$ cat src/mt64_pkg.sv
package mt64_pkg;

  localparam int unsigned NWORDS = 312;
  localparam int unsigned OFFSET = 156;
  localparam int unsigned IDX_W  = 9;

  typedef logic [IDX_W-1:0] idx_t;
  typedef logic [63:0]      word_t;

  localparam idx_t LAST_IDX   = idx_t'(NWORDS - 1);
  localparam idx_t OFFSET_IDX = idx_t'(OFFSET);

  localparam word_t SEED_DEFAULT = 64'd5489;
  localparam word_t SEED_MULT    = 64'd6364136223846793005;
  localparam word_t UPPER_MASK   = 64'hFFFF_FFFF_8000_0000;
  localparam word_t LOWER_MASK   = 64'h0000_0000_7FFF_FFFF;
  localparam word_t TWIST_MATRIX = 64'hB502_6F5A_A966_19E9;
  localparam word_t TEMPER_B     = 64'h5555_5555_5555_5555;
  localparam word_t TEMPER_C     = 64'h71D6_7FFF_EDA6_0000;
  localparam word_t TEMPER_D     = 64'hFFF7_EEE0_0000_0000;

  typedef enum logic [3:0] {
    S_IDLE,
    S_SEED0,
    S_MUL0,
    S_MUL1,
    S_MUL2,
    S_MUL3,
    S_SWR,
    S_RD1,
    S_RD2,
    S_TWIST
  } state_e;

  typedef struct packed {
    logic seed_init;
    logic mul_en;
    logic mul_a_hi;
    logic mul_b_hi;
    logic acc_init;
    logic acc_add;
    logic seed_write;
    logic rd_pair;
    logic rd_far;
    logic capture_x;
    logic twist;
  } cmd_t;

  typedef struct packed {
    logic seeded;
    logic idx_last;
    logic out_free;
  } status_t;

endpackage

$ cat src/mt64_ctrl.sv
module mt64_ctrl (
  input  logic              clk_i,
  input  logic              rst_ni,
  input  logic              in_valid_i,
  input  logic              draw_request_i,
  input  mt64_pkg::status_t status_i,
  output logic              in_ready_o,
  output mt64_pkg::cmd_t    cmd_o
);

  mt64_pkg::state_e state_q, state_d;

  always_ff @(posedge clk_i or negedge rst_ni) begin
    if (!rst_ni) begin
      state_q <= mt64_pkg::S_IDLE;
    end else begin
      state_q <= state_d;
    end
  end

  always_comb begin
    state_d = state_q;
    unique case (state_q)
      mt64_pkg::S_IDLE: begin
        if (in_valid_i && draw_request_i) begin
          state_d = status_i.seeded ? mt64_pkg::S_RD1 : mt64_pkg::S_SEED0;
        end
      end
      mt64_pkg::S_SEED0: state_d = mt64_pkg::S_MUL0;
      mt64_pkg::S_MUL0:  state_d = mt64_pkg::S_MUL1;
      mt64_pkg::S_MUL1:  state_d = mt64_pkg::S_MUL2;
      mt64_pkg::S_MUL2:  state_d = mt64_pkg::S_MUL3;
      mt64_pkg::S_MUL3:  state_d = mt64_pkg::S_SWR;
      mt64_pkg::S_SWR: begin
        state_d = status_i.idx_last ? mt64_pkg::S_RD1 : mt64_pkg::S_MUL0;
      end
      mt64_pkg::S_RD1:   state_d = mt64_pkg::S_RD2;
      mt64_pkg::S_RD2:   state_d = mt64_pkg::S_TWIST;
      mt64_pkg::S_TWIST: begin
        if (status_i.out_free) begin
          state_d = mt64_pkg::S_IDLE;
        end
      end
      default: state_d = mt64_pkg::S_IDLE;
    endcase
  end

  always_comb begin
    cmd_o      = '0;
    in_ready_o = 1'b0;
    unique case (state_q)
      mt64_pkg::S_IDLE:  in_ready_o = 1'b1;
      mt64_pkg::S_SEED0: cmd_o.seed_init = 1'b1;
      mt64_pkg::S_MUL0:  cmd_o.mul_en = 1'b1;
      mt64_pkg::S_MUL1: begin
        cmd_o.mul_en   = 1'b1;
        cmd_o.mul_a_hi = 1'b1;
        cmd_o.acc_init = 1'b1;
      end
      mt64_pkg::S_MUL2: begin
        cmd_o.mul_en   = 1'b1;
        cmd_o.mul_b_hi = 1'b1;
        cmd_o.acc_add  = 1'b1;
      end
      mt64_pkg::S_MUL3:  cmd_o.acc_add = 1'b1;
      mt64_pkg::S_SWR:   cmd_o.seed_write = 1'b1;
      mt64_pkg::S_RD1:   cmd_o.rd_pair = 1'b1;
      mt64_pkg::S_RD2: begin
        cmd_o.rd_far    = 1'b1;
        cmd_o.capture_x = 1'b1;
      end
      mt64_pkg::S_TWIST: cmd_o.twist = status_i.out_free;
      default: cmd_o = '0;
    endcase
  end

endmodule

$ cat config.mk
export PLATFORM = sky130hd
export DESIGN_NAME = mt64_ctrl
export DESIGN_NICKNAME = d
export VERILOG_FILES = /design/src/mt64_pkg.sv /design/src/mt64_ctrl.sv
export SDC_FILE = /design/constraint.sdc
export NUM_CORES = 1
export LEC_CHECK = 0
export BUFFER_PORTS_ARGS = -buffer_cell sky130_fd_sc_hd__buf_2
export CAP_MARGIN = 20
export CORE_AREA = 2 2 39 41
export DETAILED_ROUTE_END_ITERATION = 16
export DIE_AREA = 0 0 41 43
export PLACE_DENSITY = 0.58
export SLEW_MARGIN = 15
export SYNTH_ARGS = -nofsm -noshare
export SYNTH_HDL_FRONTEND = slang
export SYNTH_SLANG_ARGS = --single-unit
$ cat constraint.sdc
create_clock -name clk_i -period 1.25 [get_ports clk_i]
set_input_delay 0.125 -clock clk_i [delete_from_list [all_inputs] [get_ports clk_i]]
set_output_delay 0.125 -clock clk_i [all_outputs]
set_load 0.02 [all_outputs]
---- Word level (Yosys, flattened, before mapping) ----
Index checks and enable logic that the tools add are counted.
storage, ports and cells
  flip-flop bits (word level) ............. 4
  bits of input ports ..................... 7
  output and inout port bits .............. 12
cells by class
  equality and inequality tests ........... 11
  mux-type cells .......................... 15
  reductions and logical operators ........ 5
operator list
  operator                                                               number
  4-bit case mux with 10 select lines                                    1
  4-bit by 3-bit equality test with 1-bit output, second input constant  4
  1-bit 2-to-1 mux                                                       9
  4-bit by 2-bit equality test with 1-bit output, second input constant  2
  4-bit equality test, second input constant                             2
  4-bit 2-to-1 mux                                                       2
  3-bit 2-to-1 mux                                                       2
  4-bit by 1-bit equality test with 1-bit output, second input constant  1
  4-bit zero test                                                        1
  2-bit inequality test, second input constant                           2
  3-bit OR reduction                                                     1
  2-bit 2-to-1 mux                                                       1
  2-bit AND reduction                                                    1
  2-bit OR reduction                                                     1
  1-bit logical AND                                                      1

---- Depth between registers and ports, before layout ----
Gate-level depths: netlist of the first run.
  depth after elaboration ................. 3
  mapped depth ............................ 4
  gate-level depth less buffers ........... 3

---- Worst setup path after synthesis of the first run ----
OpenSTA, ideal clock, no wires.
  path type ............................... reg2out
  start ................................... reg state_q[1]
  end ..................................... out cmd_o[2] in the netlist's numbering
  arrival time ............................ 1506 ps
  data required time ...................... 1125 ps
  slack ................................... -381 ps
  stages on the path, launching flop included .. 5
  cells stage by stage .................... dfrtp_1 buf_2 buf_2 nor3b_1 buf_4
RTL lines
  item                    line             source
  start, declared         mt64_ctrl.sv:11  mt64_pkg::state_e state_q, state_d;
  start signal, assigned  mt64_ctrl.sv:15  state_q <= mt64_pkg::S_IDLE;
  start signal, assigned  mt64_ctrl.sv:17  state_q <= state_d;
  end, declared           mt64_ctrl.sv:8   output mt64_pkg::cmd_t cmd_o

==> results.txt, run 1 <==
Initial Util -> 26.67%
fmax -> 0.7196 GHz
Post-Synth XOR/XNOR Area -> 0%
register area -> 103.9 um^2
Internal -> 1.219 mW
Final Critical Period -> 1390 ps
share of layout cells above drive strength 1 -> 69.14%
vias in the first global route -> 409
Min-Delay Path Class -> input pin to flip-flop
max reg flops -> 4
Synth Cell Area -> 369.1 um^2
clock sinks -> 4
syn nets -> 54
Worst-Skew Late Latency -> 240 ps
Nets -> 90
largest family of logic cells by synthesized area -> simple AND/OR/NAND/NOR gates
Synth warnings -> 0
Logic pwr share -> 79.4%
fillers -> 127
Fin. Hold Viols -> 0
clk root buf -> clkbuf_4
worst hold slack -> 99.88 ps
Clk pwr share -> 7.4%
area occupied by multi-input gates -> 305.3 um^2
Lkg Pwr -> 0.3529 nW
synthesis-stage register bit count -> 4
H-tree depth -> 1
Die W -> 41 um
drt drc -> 0
CP Max Fanout -> 4
Synth Area in Compound Gates -> 23.05%
Post-Synth Simple-Gate Area -> 35.25%
Distinct cells, synth -> 27
skew final -> 2.704 ps
Rel. slew slack -> 75.62%
Post-Synth Adder-Cell Area -> 0%
CTS tree -> built
Initial DRC Count -> 6
Most flops, register -> state_q
Core Box Area -> 1384 um^2
hpwl dp -> 628.1 um
post-synthesis mux area share -> 0%
largest net degree at the start of global routing -> 19
total routed wirelength -> 1291 um
most frequent cells in the layout -> 23 x buf_4, 8 x buf_2, 4 x buf_6
setup slack after layout -> -139.7 ps
maxcap violations -> 0
Post-Route Setup TNS -> -1173 ps
Avg Synthesized Cell Area -> 7.853 um^2
RSZ-0062 raised after global routing -> true
CTS clk-pin slew, worst paths -> 40 ps
part of the Yosys area used for sequential elements -> 27.12%
Pwr per Cell Area -> 2859 nW/um^2
status -> finished with violations
Layout Cells excl Fill -> 97
maximum vdd drop -> 1276 uV
sw power -> 973.8 uW
Slew @ Worst Pin -> 365.0 ps
crit path launch -> state_q[0]
placement row count -> 14
die area -> 1763 um^2
r2r startpoint -> state_q[2]
clock buffer count from CTS -> 3
gpl congestion -> 0.7031
post-route ant nets -> 0
DR pass1 iterations -> 3
commonest non-fill, non-tap cell in the layout -> buf_4
final setup vio count -> 11
Inserted Diodes -> 0
final period utilization -> 111.2%
Chip Height -> 43 um
placed cells -> 80
Finished Core Util -> 55.43%
failing checks -> negative setup slack
switching power share of the total -> 44.41%
total congestion overflow -> 0
crit path kind -> flip-flop to output port
antenna violations before repair -> 0
Reg power frac -> 13.2%
I/O pins -> 19
CP Capture Type -> output port
Regs by FF count -> state_q: 4 flops
routed via count -> 481
gr usage total -> 16.21%
Area growth, synth to finish -> 107.8%
drt wl/cell -> 13.31 um
Clock Path Buffers -> 2
Worst Path Required -> 1120 ps
global-route wire length before repair -> 1794 um
Via density -> 4.959
post-layout instance area -> 767.0 um^2
port buffer count -> 18
Area after DPL -> 518.0 um^2
Worst EP arrival -> 1260 ps
Max Slew Vio Count -> 0
Cells after Synth -> 47
min-delay src -> status_i[0]
CP Launch Type -> flip-flop
cells by family after synthesis:
| family | Yosys count |
|---|---|
| flip-flops | 4 |
| AND/OR/NAND/NOR | 22 |
| buffers and inverters | 9 |
| AO/OA/AOI/OAI | 12 |
worst max-delay path, cell delays in order (launching register included):
cell     delay, ps
dfrtp_2        440
buf_12         140
nor3b_2        140
a21oi_1         70
nor2_1          90
buf_4          140
synth_stat cells (all sizes together):
master / n / area, um^2
a2111oi: 1 / 8.760
a211o: 1 / 8.760
a211oi: 2 / 15.01
a21o: 1 / 7.510
a21oi: 1 / 5.000
and2b: 1 / 7.510
and4b: 1 / 10.01
buf: 7 / 46.29
dfrtp: 4 / 100.1
inv: 2 / 7.500
nand2: 3 / 11.26
nand2b: 2 / 12.51
nand3b: 2 / 15.01
nor2: 4 / 15.01
nor2b: 1 / 6.260
nor3: 3 / 15.01
nor3b: 3 / 22.52
nor4: 1 / 6.260
nor4b: 1 / 8.760
o21a: 2 / 15.01
o21ai: 2 / 10.00
o22ai: 1 / 6.260
o32ai: 1 / 8.760
cell type report:
cell class	instances	share of cell area, %
Sequential cell	4	13.54
Timing Repair Buffer	38	40.13
Tap cell	16	2.610
Multi-Input combinational cell	34	39.80
Inverter	2	0.9788
Clock buffer	3	2.936
what timing repair did:
action | in CTS | in global routing
setup buffers | 7 | 6
hold buffers | 1 | 0
setup endpoints to repair | 12 | 15
pin swaps | 2 | 1
endpoints found under the hold margin | 4 | 0
resized for setup | 12 | 20
stage by stage:
stage	power (mW)	setup slack (ps)
3_3_place_gp	1.339	38.17
5_1_grt	2.340	-221.7
4_1_cts	1.767	-140.3
3_5_place_dp	1.344	36.93
6_report	2.193	-139.7
2_1_floorplan	1.035	-135.2
power by group through the flow:
stage / sequential [mW] / combinational [mW] / clock [mW]
global route: 0.301 / 1.85 / 0.189
global placement: 0.307 / 1.03 / 0
CTS: 0.286 / 1.31 / 0.170
detailed placement: 0.308 / 1.04 / 0
floorplan: 0.230 / 0.805 / 0
finish: 0.288 / 1.74 / 0.163
per-layer routing:
metal / wire [um] / global-route usage, % / vias up
li1: - / - / 236
met1: 491 / 17.53 / 231
met2: 719 / 24.06 / 12
met3: 65 / 9.424 / 2
met4: 14 / 8.000 / 0
met5: 0 / 0 / -
worst paths after layout:
kind / depth (start not counted) / endpoint / slack (ps)
min in group asynchronous: 2 / state_q[1] / 220
max in group asynchronous: 2 / state_q[0] / 900
worst min-delay path: 2 / state_q[0] / 100
worst min register to register: 2 / state_q[1] / 590
worst max register to register: 5 / state_q[0] / -100
worst max-delay path: 5 / cmd_o[9] / -140
Power figures use the tool's default switching activity.
==> run 2, diff against run 1 <==
--- a/config.mk
+++ b/config.mk
@@ -7,9 +7,9 @@
 export LEC_CHECK = 0
 export BUFFER_PORTS_ARGS = -buffer_cell sky130_fd_sc_hd__buf_2
 export CAP_MARGIN = 20
-export CORE_AREA = 2 2 39 41
+export CORE_AREA = 3 3 40 42
 export DETAILED_ROUTE_END_ITERATION = 16
-export DIE_AREA = 0 0 41 43
+export DIE_AREA = 0 0 43 45
 export PLACE_DENSITY = 0.58
 export SLEW_MARGIN = 15
 export SYNTH_ARGS = -nofsm -noshare
==> results.txt, run 2 (same netlist as run 1, synthesis figures left out) <==
status -> finished with violations (unchanged)
failing checks -> negative setup slack (unchanged)
post-layout instance area -> 701.9 um^2 (was 767.0 um^2)
drt wl/cell -> 12.38 um (was 13.31 um)
Chip Height -> 45 um (was 43 um)
antenna violations before repair -> 0 (unchanged)
Post-Route Setup TNS -> -955.3 ps (was -1173 ps)
CP Capture Type -> output port (unchanged)
maximum vdd drop -> 1264 uV (was 1276 uV)
Initial DRC Count -> 9 (was 6)
I/O pins -> 19 (unchanged)
Logic pwr share -> 75.8% (was 79.4%)
Most flops, register -> state_q (unchanged)
CP Launch Type -> flip-flop (unchanged)
die area -> 1935 um^2 (was 1763 um^2)
Clock Path Buffers -> 2 (unchanged)
total routed wirelength -> 1139 um (was 1291 um)
Regs by FF count -> state_q: 4 flops (unchanged)
sw power -> 869.5 uW (was 973.8 uW)
skew final -> 2.334 ps (was 2.704 ps)
CP Max Fanout -> 5 (was 4)
routed via count -> 451 (was 481)
Reg power frac -> 16.2% (was 13.2%)
Via density -> 4.902 (was 4.959)
final period utilization -> 111.4% (was 111.2%)
clock sinks -> 4 (unchanged)
final setup vio count -> 10 (was 11)
global-route wire length before repair -> 1752 um (was 1794 um)
Nets -> 86 (was 90)
Lkg Pwr -> 0.3145 nW (was 0.3529 nW)
switching power share of the total -> 44.93% (was 44.41%)
Area growth, synth to finish -> 90.17% (was 107.8%)
Pwr per Cell Area -> 2757 nW/um^2 (was 2859 nW/um^2)
H-tree depth -> 1 (unchanged)
port buffer count -> 18 (unchanged)
fillers -> 120 (was 127)
CTS tree -> built (unchanged)
Die W -> 43 um (was 41 um)
Area after DPL -> 504.2 um^2 (was 518.0 um^2)
drt drc -> 0 (unchanged)
slowest CP cell -> dfrtp_2 (unchanged)
crit-path cells -> and2b_1, nor3b_2, buf_4 (was buf_12, nor3b_2, a21oi_1, nor2_1, buf_4)
most frequent cells in the layout -> 22 x buf_4, 6 x buf_2, 4 x buf_6, 4 x dfrtp_2 (was 23 x buf_4, 8 x buf_2, 4 x buf_6)
maxcap violations -> 0 (unchanged)
DR pass1 iterations -> 4 (was 3)
Inserted Diodes -> 0 (unchanged)
commonest non-fill, non-tap cell in the layout -> buf_4 (unchanged)
Clk pwr share -> 8.0% (was 7.4%)
Worst EP arrival -> 1270 ps (was 1260 ps)
post-route ant nets -> 0 (unchanged)
Core Box Area -> 1285 um^2 (was 1384 um^2)
clock buffer count from CTS -> 3 (unchanged)
fmax -> 0.7180 GHz (was 0.7196 GHz)
Worst-Skew Late Latency -> 230 ps (was 240 ps)
total congestion overflow -> 0 (unchanged)
vias in the first global route -> 393 (was 409)
Max Slew Vio Count -> 0 (unchanged)
gpl congestion -> 0.6596 (was 0.7031)
RSZ-0062 raised after global routing -> true (unchanged)
Worst Path Required -> 1120 ps (about the same)
clk root buf -> clkbuf_4 (unchanged)
Slew @ Worst Pin -> 256.4 ps (was 365.0 ps)
CTS clk-pin slew, worst paths -> 40 ps (about the same)
share of layout cells above drive strength 1 -> 68.83% (was 69.14%)
gr usage total -> 12.76% (was 16.21%)
slowest cell delay on critical path -> 430 ps (was 440 ps)
Initial Util -> 28.72% (was 26.67%)
Final Critical Period -> 1393 ps (was 1390 ps)
Power, Total -> 1.935 mW (was 2.193 mW)
hpwl dp -> 698.6 um (was 628.1 um)
setup slack after layout -> -142.7 ps (was -139.7 ps)
Min-Delay Path Class -> input pin to flip-flop (unchanged)
crit path kind -> flip-flop to output port (unchanged)
largest net degree at the start of global routing -> 8 (was 19)
placement row count -> 13 (was 14)
max reg flops -> 4 (unchanged)
Internal -> 1.066 mW (was 1.219 mW)
Rel. slew slack -> 82.91% (was 75.62%)
Fin. Hold Viols -> 0 (unchanged)
==> run 2: routing by layer <==
layer	wire length [um]	up-vias	track usage [%]	part of all wire, %
li1	-	229	-	-
met1	474	204	13.80	42
met2	577	18	20.36	51
met3	87	0	7.570	7.6
met4	0	0	5.422	0
met5	0	-	0	0
==> run 2: critical path, delay by kind of cell (launching register included) <==
| family | cells | cell delay, ps |
|---|---|---|
| and+or+nand+nor | 2 | 440 |
| DFF | 1 | 430 |
| buffers and inverters | 1 | 170 |
==> run 2: layout make-up <==
type | count | area, um^2 | share of cell area, %
Multi-Input combinational cell | 34 | 292.8 | 41.71
Tap cell | 15 | 18.77 | 2.674
Timing Repair Buffer | 34 | 255.2 | 36.36
Clock buffer | 3 | 22.52 | 3.209
Sequential cell | 4 | 105.1 | 14.97
Inverter | 2 | 7.507 | 1.070
==> run 2: what timing repair did <==
item / CTS / global route
setup buffers: 6 / 3
gates resized for setup: 14 / 19
pin swaps: 1 / 0
endpoints found under the setup margin: 13 / 14
endpoints found under the hold margin: 4 / 0
hold buffers: 1 / 0
==> run 2: final timing paths <==
path | from | end | slack, ps | cells past startpoint
min in group asynchronous | rst_ni | state_q[2] | 220 | 2
max | state_q[2] | cmd_o[1] | -140 | 3
min | status_i[0] | state_q[0] | 100 | 2
min reg2reg | state_q[1] | state_q[1] | 650 | 2
max in group asynchronous | rst_ni | state_q[3] | 900 | 2
max reg2reg | state_q[1] | state_q[0] | 20 | 4
==> run 2: metrics by stage <==
step	cells	utilization (%)	worst slack, ps	hold slack (ps)
detailed placement	79	39.24	13.71	-68.78
CTS	89	47.32	-139.6	103.8
global placement	79	39.24	9.814	-69.55
finish	92	54.63	-142.7	104.9
floorplan	47	-	-135.2	-170.6
global route	92	54.63	-232.0	121.1
==> run 2: power groups by stage <==
stage          registers, mW  clock network [mW]  logic, mW
2_1_floorplan          0.230                   0      0.805
3_3_place_gp           0.341                   0      0.951
3_5_place_dp           0.341                   0      0.958
4_1_cts                0.311               0.163       1.19
5_1_grt                0.326               0.176       1.58
6_report               0.314               0.155       1.47
==> run 3, diff against run 2 <==
--- a/config.mk
+++ b/config.mk
@@ -11,6 +11,7 @@
 export DETAILED_ROUTE_END_ITERATION = 16
 export DIE_AREA = 0 0 43 45
 export PLACE_DENSITY = 0.58
+export RECOVER_POWER = 50
 export SLEW_MARGIN = 15
 export SYNTH_ARGS = -nofsm -noshare
 export SYNTH_HDL_FRONTEND = slang
==> results.txt, run 3 (same netlist as run 1, synthesis figures left out) <==
Initial Util -> 28.72% (unchanged)
placement row count -> 13 (unchanged)
Worst EP arrival -> 1270 ps (about the same)
RSZ-0062 raised after global routing -> true (unchanged)
Regs by FF count -> state_q: 4 flops (unchanged)
gr usage total -> 12.76% (unchanged)
DR pass1 iterations -> 4 (unchanged)
max reg flops -> 4 (unchanged)
Logic pwr share -> 75.7% (was 75.8%)
drt drc -> 0 (unchanged)
worst r2r dst -> state_q[0] (unchanged)
Reg power frac -> 16.2% (about the same)
Clk pwr share -> 8.0% (about the same)
commonest non-fill, non-tap cell in the layout -> buf_4 (unchanged)
setup slack after layout -> -142.6 ps (was -142.7 ps)
gpl congestion -> 0.6596 (unchanged)
Internal -> 1.065 mW (was 1.066 mW)
maximum vdd drop -> 1264 uV (about the same)
switching power share of the total -> 44.92% (was 44.93%)
Area after DPL -> 504.2 um^2 (unchanged)
global-route wire length before repair -> 1752 um (unchanged)
post-route ant nets -> 0 (unchanged)
clock buffer count from CTS -> 3 (unchanged)
routed via count -> 451 (unchanged)
share of layout cells above drive strength 1 -> 67.53% (was 68.83%)
Area growth, synth to finish -> 89.83% (was 90.17%)
Fin. Hold Viols -> 0 (unchanged)
port buffer count -> 18 (unchanged)
min-delay src -> status_i[0] (unchanged)
R2R setup slack -> 20 ps (about the same)
Metal-1 WL -> 471 um (was 474 um)
CTS clk-pin slew, worst paths -> 40 ps (about the same)
post-layout instance area -> 700.7 um^2 (was 701.9 um^2)
met3 wire len -> 87 um (unchanged)
CP Launch Type -> flip-flop (unchanged)
fillers -> 121 (was 120)
total congestion overflow -> 0 (unchanged)
top sig layer -> met3 (unchanged)
die area -> 1935 um^2 (unchanged)
crit-path cells -> and2b_1, nor3b_2, buf_4 (unchanged)
register area -> 105.1 um^2 (unchanged)
vias in the first global route -> 393 (unchanged)
Via density -> 4.902 (unchanged)
Clock Path Buffers -> 2 (unchanged)
Pwr per Cell Area -> 2761 nW/um^2 (was 2757 nW/um^2)
pre-CTS WS -> 13.71 ps (unchanged)
Worst Path Required -> 1120 ps (about the same)
Worst-Skew Late Latency -> 230 ps (about the same)
Initial DRC Count -> 9 (unchanged)
area occupied by multi-input gates -> 292.8 um^2 (unchanged)
Min-Delay Path Class -> input pin to flip-flop (unchanged)
largest net degree at the start of global routing -> 8 (unchanged)
final period utilization -> 111.4% (about the same)
Inserted Diodes -> 0 (unchanged)
antenna violations before repair -> 0 (unchanged)
hpwl dp -> 698.6 um (unchanged)
Die W -> 43 um (unchanged)
Lkg Pwr -> 0.3117 nW (was 0.3145 nW)
Most flops, register -> state_q (unchanged)
slowest CP cell -> dfrtp_2 (unchanged)
CTS tree -> built (unchanged)
FF-to-FF path depth -> 4 (unchanged)
CP Max Fanout -> 5 (unchanged)
I/O pins -> 19 (unchanged)
total routed wirelength -> 1134 um (was 1139 um)
slowest cell delay on critical path -> 430 ps (about the same)
Nets -> 86 (unchanged)
r2r startpoint -> state_q[1] (unchanged)
most frequent cells in the layout -> 22 x buf_4, 5 x buf_2, 4 x buf_6, 4 x dfrtp_2 (was 22 x buf_4, 6 x buf_2, 4 x buf_6, 4 x dfrtp_2)
Rel. slew slack -> 82.91% (unchanged)
skew final -> 2.285 ps (was 2.334 ps)
status -> finished with violations (unchanged)
Core Box Area -> 1285 um^2 (unchanged)
sw power -> 868.9 uW (was 869.5 uW)
fmax -> 0.7181 GHz (was 0.7180 GHz)
Chip Height -> 45 um (unchanged)
Hold Path End -> state_q[0] (unchanged)
Slew @ Worst Pin -> 256.4 ps (about the same)
CP Capture Type -> output port (unchanged)
H-tree depth -> 1 (unchanged)
Max Slew Vio Count -> 0 (unchanged)
clock sinks -> 4 (unchanged)
failing checks -> negative setup slack (unchanged)
DR WL met2 -> 575 um (was 577 um)
maxcap violations -> 0 (unchanged)
clk root buf -> clkbuf_4 (unchanged)
crit path kind -> flip-flop to output port (unchanged)
Final Critical Period -> 1393 ps (about the same)
drt wl/cell -> 12.33 um (was 12.38 um)
hold path depth -> 2 (unchanged)
final setup vio count -> 10 (unchanged)
-- run 3: changes by cell type in the layout (fill, tap and decap cells not counted), sizes merged --
cell,change
clkbuf,+1
buf,-1
-- run 3: how the worst max path moves through the flow --
| stage | from | to | slack [ps] |
|---|---|---|---|
| floorplan | state_q[1] | cmd_o[2] | -140 |
| global placement | state_q[1] | state_q[2] | 10 |
| detailed placement | state_q[1] | state_q[2] | 10 |
| CTS | state_q[1] | cmd_o[10] | -140 |
| global route | state_q[1] | cmd_o[9] | -230 |
| finish | state_q[2] | cmd_o[1] | -140 |
-- run 3: stage by stage --
step | setup TNS, ps | hold slack [ps] | cells | total power, mW | util [%]
global placement | 0 | -69.55 | 79 | 1.292 | 39.24
detailed placement | 0 | -68.78 | 79 | 1.300 | 39.24
floorplan | -314.6 | -170.6 | 47 | 1.035 | -
CTS | -1112 | 103.8 | 89 | 1.666 | 47.32
global route | -1704 | 121.1 | 92 | 2.077 | 54.53
finish | -954.5 | 104.9 | 92 | 1.934 | 54.53
-- run 3: area by class of cell --
class,instances,share of cell area [%]
multi-input cells,34,41.79
well taps,15,2.679
clock buffers,3,3.214
flip-flops and latches,4,15.00
repair buffers,34,36.25
inverters,2,1.071
-- run 3: worst max-delay path, delay by kind of cell (launching register included) --
family | cells | cell delay [ps]
AND/OR/NAND/NOR | 2 | 440
buffers and inverters | 1 | 170
flip-flops | 1 | 430
-- run 3: what timing repair did --
item,CTS,global route
pin swaps,1,0
setup buffers,6,3
resized for setup,14,19
hold buffers,1,0
hold endpoints to repair,4,0
endpoints found under the setup margin,13,14
-- run 3: power groups by stage --
| stage | combinational [mW] | clock (mW) | sequential [mW] |
|---|---|---|---|
| after floorplan | 0.805 | 0 | 0.230 |
| after global placement | 0.951 | 0 | 0.341 |
| after detailed placement | 0.958 | 0 | 0.341 |
| after CTS | 1.19 | 0.163 | 0.311 |
| after global routing | 1.58 | 0.176 | 0.326 |
| final | 1.47 | 0.155 | 0.314 |
-- run 3: per-layer routing --
metal	GRT usage (%)	vias to the layer above
met2	20.36	18
met3	7.570	0
met5	0	-
met4	5.422	0
met1	13.80	204
li1	-	229
